==> config.mk <==
export PLATFORM = sky130hd
export DESIGN_NAME = hfts_front
export DESIGN_NICKNAME = d
export VERILOG_FILES = /design/src/hw/rtl/hfts_pkg.sv /design/src/hw/rtl/hfts_front.sv
export SDC_FILE = /design/constraint.sdc
export NUM_CORES = 1
export LEC_CHECK = 0
export ABC_AREA = 1
export BUFFER_PORTS_ARGS = -buffer_cell sky130_fd_sc_hd__buf_2
export CAP_MARGIN = 20
export CORE_AREA = 3 3 90 92
export DETAILED_ROUTE_END_ITERATION = 10
export DIE_AREA = 0 0 93 95
export GPL_TIMING_DRIVEN = 0
export PLACE_DENSITY = 0.74
export REMOVE_ABC_BUFFERS = 1
export SLEW_MARGIN = 10
export SYNTH_ARGS = -nofsm -noshare
export SYNTH_HDL_FRONTEND = slang
export SYNTH_SLANG_ARGS = --single-unit
export TNS_END_PERCENT = 20
==> constraint.sdc <==
create_clock -name vclk -period 1.1
set_input_delay 0.165 -clock vclk [all_inputs]
set_output_delay 0.165 -clock vclk [all_outputs]
set_load 0.02 [all_outputs]
==> src/hw/rtl/hfts_pkg.sv <==
// ----------------------------------------------------------------------------
// Hot field top-3 selector package
// Shared constants, register indexes and word types for the selector.
// ----------------------------------------------------------------------------
package hfts_pkg;

  localparam int HF_CLASSES  = 256;
  localparam int QUEUE_DEPTH = 2;
  localparam int CLASS_W     = 8;
  localparam int MAX_TABLE   = 2 ** CLASS_W;

  localparam logic [7:0]  NO_FIELD          = 8'hFF;
  localparam logic [7:0]  PERMANENT         = 8'hFF;
  localparam logic [63:0] MIN_THIRD_HOTNESS = 64'd50000;

  localparam logic [1:0] MODE_TWO   = 2'd2;
  localparam logic [1:0] MODE_THREE = 2'd3;

  typedef enum logic [1:0] {
    REG_MIN_CPU_USE     = 2'd0,
    REG_PATH_MODE       = 2'd1,
    REG_ALLOW_PERMANENT = 2'd2,
    REG_MAX_REPEATS     = 2'd3
  } cfg_reg_t;

  typedef logic [2:0][7:0]  offs_t;
  typedef logic [2:0][63:0] hot3_t;

  typedef struct packed {
    offs_t      offs;
    logic [7:0] repeats;
  } entry_t;

  typedef struct packed {
    logic [CLASS_W-1:0] class_index;
    logic [7:0]         field_offset;
    logic [63:0]        hotness;
    logic               consider;
    logic               first_record;
    logic               last_record;
  } item_t;

  typedef struct packed {
    logic [1:0] path_mode;
    logic       allow_permanent;
    logic [7:0] max_repeats;
  } back_cfg_t;

endpackage

==> src/hw/rtl/hfts_front.sv <==
// ----------------------------------------------------------------------------
// Selector front end
// Accepts records, drops those of classes outside the table and marks the
// records whose cpu use passes the threshold.
// ----------------------------------------------------------------------------
module hfts_front #(
  parameter int CLASSES = hfts_pkg::HF_CLASSES
) (
  input  logic                         record_valid,
  output logic                         record_stall,
  input  logic [hfts_pkg::CLASS_W-1:0] class_index,
  input  logic [7:0]                   field_offset,
  input  logic [63:0]                  hotness,
  input  logic [31:0]                  cpu_use,
  input  logic                         first_record,
  input  logic                         last_record,
  input  logic [31:0]                  min_cpu_use,
  input  logic                         queue_full,
  output logic                         push,
  output hfts_pkg::item_t              push_item
);
  import hfts_pkg::*;

  logic in_range;

  assign in_range     = 32'(class_index) < 32'(CLASSES);
  assign record_stall = queue_full;
  assign push         = record_valid && !queue_full && in_range;

  always_comb begin
    push_item.class_index  = class_index;
    push_item.field_offset = field_offset;
    push_item.hotness      = hotness;
    push_item.consider     = cpu_use > min_cpu_use;
    push_item.first_record = first_record;
    push_item.last_record  = last_record;
  end

endmodule

# [After elaboration in Yosys (flattened, before gate mapping)]
# Cells that the tools add are included.
[classes] order_cmp=1 reduce_logical=2
[op_table] op="$gt 32x32->1" count=1
[op_table] op="$logic_and 1x1->1" count=1
[op_table] op="$logic_not 1->1" count=1
[word_totals] ff_bits=0 input_bits=148

# [Logic depth before layout (Yosys ltp)]
[logic_depth] word_depth=2 ltp_mapped=13

# [Least setup slack after synthesis]
# OpenSTA, ideal clock, no wires.
[synth_timing] path_type="input to output" from="in min_cpu_use[23]" to="out push_item[2] (netlist name)" arrival_ns=1.217 t_required_ns=0.935 slack_ns=-0.282 cell_stages=8 path_cell_list="inv_1 -> ha_1 -> nand2_2 -> nor2_4 -> nand4_2 -> nor2_2 -> nand2_1 -> a21oi_1"
[synth_lines] item="from (decl)" line_no="hfts_front.sv:17" text="input logic [31:0] min_cpu_use,"
[synth_lines] item="to (decl)" line_no="hfts_front.sv:20" text="output hfts_pkg::item_t push_item"

==> results.ini <==
[yosys]
ys_seq_area_share_pct=0
syn_inst=225
yosys.area.top_type=buf_4
synth_mux_area_share_pct=0
syn_area_sq_um=1510
synthTopCellsByCount=buf_4 (83), inv_1 (40), ha_1 (32)
synth_top_family_by_area=buffers and inverters
yosys.area_share.xor_xnor_pct=0
synth-compound-area-share_pct=7.11
synth_warnings=0
avgSynthCellArea_sq_um=6.73
yosysMostFrequentCell=buf_4
ys_top_cells_by_area=buf_4 (41%), ha_1 (26%), inv_1 (9.9%), nand2_1 (7.4%), a21oi_1 (5.0%)
synth_top_area_share_pct=41.2
synth_cell_types=18
yosys.area_share.simple_pct=15.4
synth_fa_ha_area_share_pct=26.4

[worst_setup_path]
cp.arrival_ns=1.38
crit_chain=buf_2, inv_2, ha_4, nand4_1, nor3_2, nand2_1, nand2_1, nand2_1, a21oi_2, buf_6
cp_num_buf_inv=3
crit_fanout=2
path_class=input pin to output port
cp.required_ns=0.94
crit_path_end_kind=output port
cp_common_cell=nand2_1
max_stage_delay_ns=0.26
cp_slowest_cell=ha_4
critical_path.top_delay_family=simple AND/OR/NAND/NOR gates
startpoint_type=input pin

[power_and_ir_drop]
peakVddDrop_v=0.0000767
power_uw=511
power_density_nw_per_um2=340
p_leak_nw=0.890

[place]
placed_area_sq_um=1360
io_buffers=69
dp.final_hpwl_mm=11.5
gp_congestion=0.852

[final_layout]
num-clock-buffers=0
n_antenna_cell=0
ff_latch_area_sq_um=0
area_delta_synth_final_pct=-0.661
fin_area_sq_um=1500
filler_cell_count=838
post-route-util_pct=20.6
nFlopsAndLatches=0
drive_gt1_share_pct=45.5
multi_input_comb_area_sq_um=842
final_nets=395

[sta]
maxSlewViolCount=0
maxSlewHeadroom_pct=86.9
worst_pin_slew_ns=0.196
finalHoldViolations=0
timing.final.crit_share_pct=141
fmax_ghz=0.646
rsz0062_at_grt=yes
fin_ws_ns=-0.447
finalSetupViolCount=1
finalCriticalPeriod_ns=1.55

[floorplanning]
fp.dieH_microns=95
fp-row-count=31
start_util_pct=20.8
chipWidth_microns=93
ioPinCount=233
die_area_sq_um=8840
core_sq_um=7290

[global_route]
grt_max_degree=4
grt_pass1_wl_mm=13.6
gr-usage-all-layers_pct=24.7
overflow=0
antenna_found_initial=0
grt_pass1_vias=1297

[route]
route.detailed.drc=0
wl_per_cell_microns=37.8
num_vias=1336
wl_mm=11.8
ant_nets=0
viasPerCell=4.28
drtPass1Iterations=3
drt_iter0_markers=32

[job]
drv_cap=0

[status]
status=complete, but fails checks
failed_checks=setup timing

[hold_path]
hold_path.class=input pin to output port

==> where the power goes <==
part	internal (mW)	switching, mW
sequential	0	0
clock	0	0
combinational	0.261	0.251
==> metal layers <==
| layer | GRT usage (%) | part of all wire (%) | up-vias |
|---|---|---|---|
| met2 | 53.6 | 59 | 194 |
| met3 | 33.5 | 29 | 10 |
| met1 | 6.30 | 10 | 543 |
| met5 | 2.98 | 0 | - |
| li1 | - | - | 589 |
| met4 | 4.52 | 2.2 | 0 |
==> final timing paths <==
| path | start | endpoint | cells after the start |
|---|---|---|---|
| worst max-delay path | min_cpu_use[8] | push_item[2] | 10 |
| worst min-delay path | hotness[45] | push_item[48] | 0 |
==> logic make-up after synthesis <==
logic type      count (synthesis)
buf+inv                       123
simple gates                   50
fa+ha+maj                      32
compound gates                 20
==> layout make-up <==
type               instances  area share [%]
well taps                 99            8.24
inverters                 40            10.1
multi-input cells        102            56.0
repair buffers            71            25.6
==> through the flow <==
step | hold slack, ns | cells | TNS (ns) | setup WS (ns)
after floorplan | 0.330 | 142 | -0.282 | -0.282
after global placement | 0.330 | 310 | -0.458 | -0.458
after detailed placement | 0.330 | 310 | -0.474 | -0.474
after CTS | 0.330 | 310 | -0.456 | -0.456
after global routing | 0.330 | 312 | -0.558 | -0.558
final | 0.330 | 312 | -0.447 | -0.447
==> layout by cell type (no fill, tap or decap) <==
cell type and count:
nor2_4 1, nand2_1 28, o21ai_1 1, o21ai_0 1
buf_2 65, nand2_2 5, a21oi_1 14, nor2_1 6
nor3_2 2, o21a_1 2, buf_6 4, inv_4 1
nor2_2 3, nand3_1 3, ha_4 7, buf_4 2
a21o_1 1, nand4_1 1, a21oi_2 1, inv_2 5
nand4_2 1, inv_1 34, ha_1 25
==> timing repair <==
item	4_1_cts	5_1_grt
buffers inserted	0	2
hold buffers	0	0
gates resized for setup	1	22
endpoints found under the setup margin	1	1
pin swaps	1	13
No activity file was read; power rests on OpenSTA's default activity.
