<file path="src/hw/rtl/hfts_pkg.sv">
// ----------------------------------------------------------------------------
// Hot field top-3 selector package
// Shared constants, register indexes and word types for the selector.
// ----------------------------------------------------------------------------
package hfts_pkg;

  localparam int HF_CLASSES  = 256;
  localparam int QUEUE_DEPTH = 2;
  localparam int CLASS_W     = 8;
  localparam int MAX_TABLE   = 2 ** CLASS_W;

  localparam logic [7:0]  NO_FIELD          = 8'hFF;
  localparam logic [7:0]  PERMANENT         = 8'hFF;
  localparam logic [63:0] MIN_THIRD_HOTNESS = 64'd50000;

  localparam logic [1:0] MODE_TWO   = 2'd2;
  localparam logic [1:0] MODE_THREE = 2'd3;

  typedef enum logic [1:0] {
    REG_MIN_CPU_USE     = 2'd0,
    REG_PATH_MODE       = 2'd1,
    REG_ALLOW_PERMANENT = 2'd2,
    REG_MAX_REPEATS     = 2'd3
  } cfg_reg_t;

  typedef logic [2:0][7:0]  offs_t;
  typedef logic [2:0][63:0] hot3_t;

  typedef struct packed {
    offs_t      offs;
    logic [7:0] repeats;
  } entry_t;

  typedef struct packed {
    logic [CLASS_W-1:0] class_index;
    logic [7:0]         field_offset;
    logic [63:0]        hotness;
    logic               consider;
    logic               first_record;
    logic               last_record;
  } item_t;

  typedef struct packed {
    logic [1:0] path_mode;
    logic       allow_permanent;
    logic [7:0] max_repeats;
  } back_cfg_t;

endpackage

</file>
<file path="src/hw/rtl/hfts_queue.sv">
// ----------------------------------------------------------------------------
// Selector record queue
// Small flop-based queue that decouples the front end from the back end.
// ----------------------------------------------------------------------------
module hfts_queue #(
  parameter int DEPTH = hfts_pkg::QUEUE_DEPTH,
  localparam int PW   = (DEPTH > 1) ? $clog2(DEPTH) : 1,
  localparam int CW   = $clog2(DEPTH + 1)
) (
  input  logic            clk,
  input  logic            rst,
  input  logic            push,
  input  hfts_pkg::item_t push_item,
  output logic            full,
  input  logic            pop,
  output logic            not_empty,
  output hfts_pkg::item_t head
);
  import hfts_pkg::*;

  item_t         entries [DEPTH];
  logic [PW-1:0] wr_ptr;
  logic [PW-1:0] rd_ptr;
  logic [CW-1:0] count;

  assign full      = count == CW'(DEPTH);
  assign not_empty = count != '0;
  assign head      = entries[rd_ptr];

  always_ff @(posedge clk) begin
    if (rst) begin
      wr_ptr <= '0;
      rd_ptr <= '0;
      count  <= '0;
    end else begin
      if (push) begin
        wr_ptr <= (wr_ptr == PW'(DEPTH - 1)) ? '0 : wr_ptr + 1'b1;
      end
      if (pop) begin
        rd_ptr <= (rd_ptr == PW'(DEPTH - 1)) ? '0 : rd_ptr + 1'b1;
      end
      if (push && !pop) begin
        count <= count + 1'b1;
      end else if (pop && !push) begin
        count <= count - 1'b1;
      end
    end
  end

  always_ff @(posedge clk) begin
    if (push) begin
      entries[wr_ptr] <= push_item;
    end
  end

endmodule

</file>
<file path="config.mk">
export PLATFORM = sky130hd
export DESIGN_NAME = hfts_queue
export DESIGN_NICKNAME = d
export VERILOG_FILES = /design/src/hw/rtl/hfts_pkg.sv /design/src/hw/rtl/hfts_queue.sv
export SDC_FILE = /design/constraint.sdc
export NUM_CORES = 1
export LEC_CHECK = 0
export BUFFER_PORTS_ARGS = -buffer_cell sky130_fd_sc_hd__buf_4
export CAP_MARGIN = 30
export CORE_MARGIN = 5
export CORE_UTILIZATION = 45
export CTS_BUF_LIST = sky130_fd_sc_hd__clkbuf_8
export DETAILED_ROUTE_END_ITERATION = 8
export PLACE_DENSITY = 0.7
export RECOVER_POWER = 100
export SYNTH_ARGS = -nofsm -noshare
export SYNTH_HDL_FRONTEND = slang
export SYNTH_SLANG_ARGS = --single-unit
</file>
<file path="constraint.sdc">
create_clock -name clk -period 5.92 [get_ports clk]
set_input_delay 1.184 -clock clk [delete_from_list [all_inputs] [get_ports clk]]
set_output_delay 1.184 -clock clk [all_outputs]
set_load 0.1 [all_outputs]
</file>
== Yosys cells after proc, flatten, opt, wreduce, memory -nomap -nowiden ==
Memory sizes are Yosys's and may differ from the RTL's. A register that Yosys moved wholly into a read port is not among the register bits.
Cells that the tools add are included.

* Add/subtract/negate cells: 4
* Reduce and logical (&&, ||, !) cells: 6
* Muxes and demuxes: 8
* Equal/unequal tests: 1

{| class="wikitable"
|+ Operators with widths
! operator !! number
|-
| 1-bit 2-to-1 mux || 6
|-
| 2-bit 2-to-1 mux || 2
|-
| 2-bit nonzero test || 2
|-
| 1-bit adder (second input constant) || 2
|-
| 2-bit by 1-bit adder with 2-bit output (second input constant) || 1
|-
| 2-bit equality test (second input constant) || 1
|-
| 1-bit logical AND || 2
|-
| 1-bit logical NOT || 2
|-
| 2-bit by 1-bit subtractor with 2-bit output (second input constant) || 1
|}

* Memories kept: 1
* Flip-flop bits (word level): 4
* Output and inout bits: 85
* Input port bits: 87
* RAM bits: 166

{| class="wikitable"
|+ Memories
! name !! depth !! width !! read ports !! clocked after Yosys merged registers in !! wr ports !! RTL line !! RTL
|-
| entries || 2 || 83 || 1 || 1 || 1 || hfts_queue.sv:21 || <nowiki>item_t entries [DEPTH];</nowiki>
|}

== Depth between registers and ports, before layout ==
* Depth after elaboration: 4
* Mapped depth: 5

== Worst setup path before layout ==
OpenSTA, ideal clock, no wires.

* Kind: input-to-reg
* From: input port push
* To: memory entries[0][0] (netlist bit) (enable)
* Arrival time: 4.810 ns
* Path buffers: 0
* Path slack: 0.575 ns
* Stages: 1
* Path through: nor2b_1

* Longest elaborated chain between the ends: 2

{| class="wikitable"
|+ RTL lines
! item !! RTL line !! RTL
|-
| start, declared || hfts_queue.sv:12 || <nowiki>input logic push,</nowiki>
|-
| 1-bit 2-to-1 mux || hfts_queue.sv:51 || <nowiki>if (push) begin</nowiki>
|-
| 1-bit 2-to-1 mux (not written as such) || hfts_queue.sv:52 || <nowiki>entries[wr_ptr] <= push_item;</nowiki>
|-
| end, declared || hfts_queue.sv:21 ||
|}

No other way between the ends.

==> results.cfg <==
[route]
detail_route.wl_per_cell_um = 17.44
ant_nets = 0
wl_um = 11470
vias_per_cell = 4.755
route.detailed.drc = 0
num_vias = 3129
drtIter0Drc = 195
first_pass_iters = 4

[clock_tree]
clock_latency_ns = 0.44
cts_tree = done
cts.repair.resized = 0
ctsLongestPathBuffers = 2
h-tree-depth = 4
ctsHoldBuffers = 0
cts_sinks = 171
cts-root-buf = clkbuf_8
post_cts_buffers = 0
numCtsBuffers = 17
clkTransAtPathRegs_ns = 0.08

[pwr]
p_comb_share_pct = 23.9
intPower_uw = 1989
pwr-share-seq_pct = 48.0
netSwitchingPower_uw = 1009
swShare_pct = 33.65
pwr-share-clk_pct = 28.1
ir_drop_uv = 228.3
p_leak_uw = 0.002586
p_per_area_nw_per_um2 = 391.4

[grt]
grt_pass1_vias = 3368
grt_util_all_layers_pct = 14.29
grt_first_pass_wirelength_um = 17390
antenna_found_initial = 0
grt_max_degree = 57
grt_overflow = 0

[synthesis]
synth-simple-area-share_pct = 0.7844
synth_mux_area_share_pct = 15.02
ys_ff_latch = 171
synth_top_area_share_pct = 80.13
synth_compound_area_share_pct = 0.1609
yosysUniqueCellTypes = 18
yosys-top-cells-area = edfxtp_1, mux2_2, dfxtp_1
synth_adder_area_share_pct = 0.2011
syn_area_um2 = 6221
syn_nets = 368
synth_top_family_by_area = multiplexers
synthXorXnorAreaFrac_pct = 0.5632
yosys_warnings = 0
synthCells = 280
syn_area_per_cell_um2 = 22.22
seq_area_frac_synth_pct = 81.74
synth_top_area_cell = edfxtp_1

[place]
dpl.hpwl_um = 7755
globalplace.congestion = 0.7077
post_dp_cell_area_um2 = 7702
io_buffer_count = 171

[setup_path]
critPathSlowestCell = dfxtp_1
crit_required_ns = 4.74
crit_type = reg -> out
path_buf_inv = 2
critPathArrivalTime_ns = 3.16
cp-end-kind = primary output
path_cells = buf_16, mux2_2, clkbuf_1
cp_max_fo = 56
r2r_start = wr_ptr
cp-start-kind = register
crit_family = buffers and inverters
critical_path.max_stage_delay_ns = 1.21

[floorplanning]
io_pins = 172
rows = 43
chipHeight_um = 127.6
dieArea_um2 = 16280
die_x_um = 127.6
start_util_pct = 45.34
core_area_um2 = 13720

[timing]
report.final.slew_viol_count = 124
setup_viol = 0
slew-limit-headroom_pct = -69.04
final_hold_viol_count = 0
max_clock_freq_mhz = 230.3
setup_tns_ns = 0
max_slew.worst_pin.slew_ns = 2.534
fin_skew_ns = 0.006622
holdWs_ns = 0.5032
layout_min_cycle_time_ns = 4.342
rsz0062_at_grt = false
period_share_pct = 73.34

[min_path]
hp-start = count[1]
holdCritPathClass = reg -> reg

[final_layout]
final_area_um2 = 7657
layout_common_cells = edfxtp_1, clkbuf_1, mux2_2, clkbuf_4, clkbuf_8
drive_gt1_share_pct = 34.52
layout.area.seq_um2 = 5085
nNetsFinal = 553
n_fill_cell = 1194
final_common_cell = edfxtp_1
area_growth_pct = 23.09
multi_input_area_um2 = 1041
diodes = 0

[outcome]
violations = capacitance limit, slew limit
status = finished with violations

[job]
drv_cap = 3
sequential cells by signal, indices dropped and copies added (netlist names), named ones only:
register  cells
wr_ptr        1
count         2
rd_ptr        1
entries     166
power by group through the flow:
stage          registers (uW)  logic [uW]  clock network, uW
6_report                 1440         717                843
5_1_grt                  1450         743                924
4_1_cts                  1440         794                869
3_5_place_dp             1460         792                  0
3_3_place_gp             1470         770                  0
2_1_floorplan            1460         622                  0
layer usage:
| layer | part of all wire [%] | global-route usage, % | wire, um | up-vias |
|---|---|---|---|---|
| met5 | 0 | 0 | 0 | - |
| met1 | 40 | 17.17 | 4643 | 1520 |
| met4 | 1.6 | 5.805 | 180 | 0 |
| met3 | 8.9 | 5.936 | 1022 | 16 |
| met2 | 49 | 22.95 | 5627 | 115 |
| li1 | - | - | - | 1478 |
worst paths after layout:
check / to / slack [ns] / depth (start not counted)
worst max register to register: entries[1][5] / 2.51 / 2
worst min-delay path: count[1] / 0.50 / 2
worst max-delay path: head[69] / 1.58 / 3
worst min register to register: count[1] / 0.50 / 2
stage by stage:
| step | total power, uW | setup WS [ns] | std cells | utilization [%] |
|---|---|---|---|---|
| 2_1_floorplan | 2078 | 0.5750 | 280 | - |
| 3_3_place_gp | 2244 | 2.925 | 625 | 55.94 |
| 3_5_place_dp | 2256 | 3.060 | 626 | 56.14 |
| 4_1_cts | 3099 | 2.633 | 658 | 59.20 |
| 5_1_grt | 3113 | 1.352 | 658 | 55.81 |
| 6_report | 2997 | 1.578 | 658 | 55.81 |
cell usage after synthesis, drive strengths merged:
cell type  count
mux2          83
o21ai          1
edfxtp       166
nor2           4
or2            1
buf            9
xnor2          2
inv            1
and2b          1
xor2           2
and2           1
or3            1
ha             1
dfxtp          5
nor2b          1
a21oi          1
cell families after synthesis:
family / Yosys count
multiplexers: 83
buffers and inverters: 10
adder cells (fa/ha/maj): 1
AND/OR/NAND/NOR: 9
AO/OA/AOI/OAI: 2
XOR/XNOR: 4
flip-flops: 171
layout make-up:
class,count,share of cell area [%]
Inverter,1,0.04902
Multi-Input combinational cell,99,13.59
Timing Repair Buffer,175,11.54
Clock inverter,15,2.418
Sequential cell,171,66.41
Tap cell,180,2.941
Clock buffer,17,3.056
worst min-delay path, cell delays in order (launching register included):
cell and delay [ns]:
dfxtp_1 0.33, o21ai_0 0.07, a21oi_1 0.06
Power figures use the tool's default switching activity.
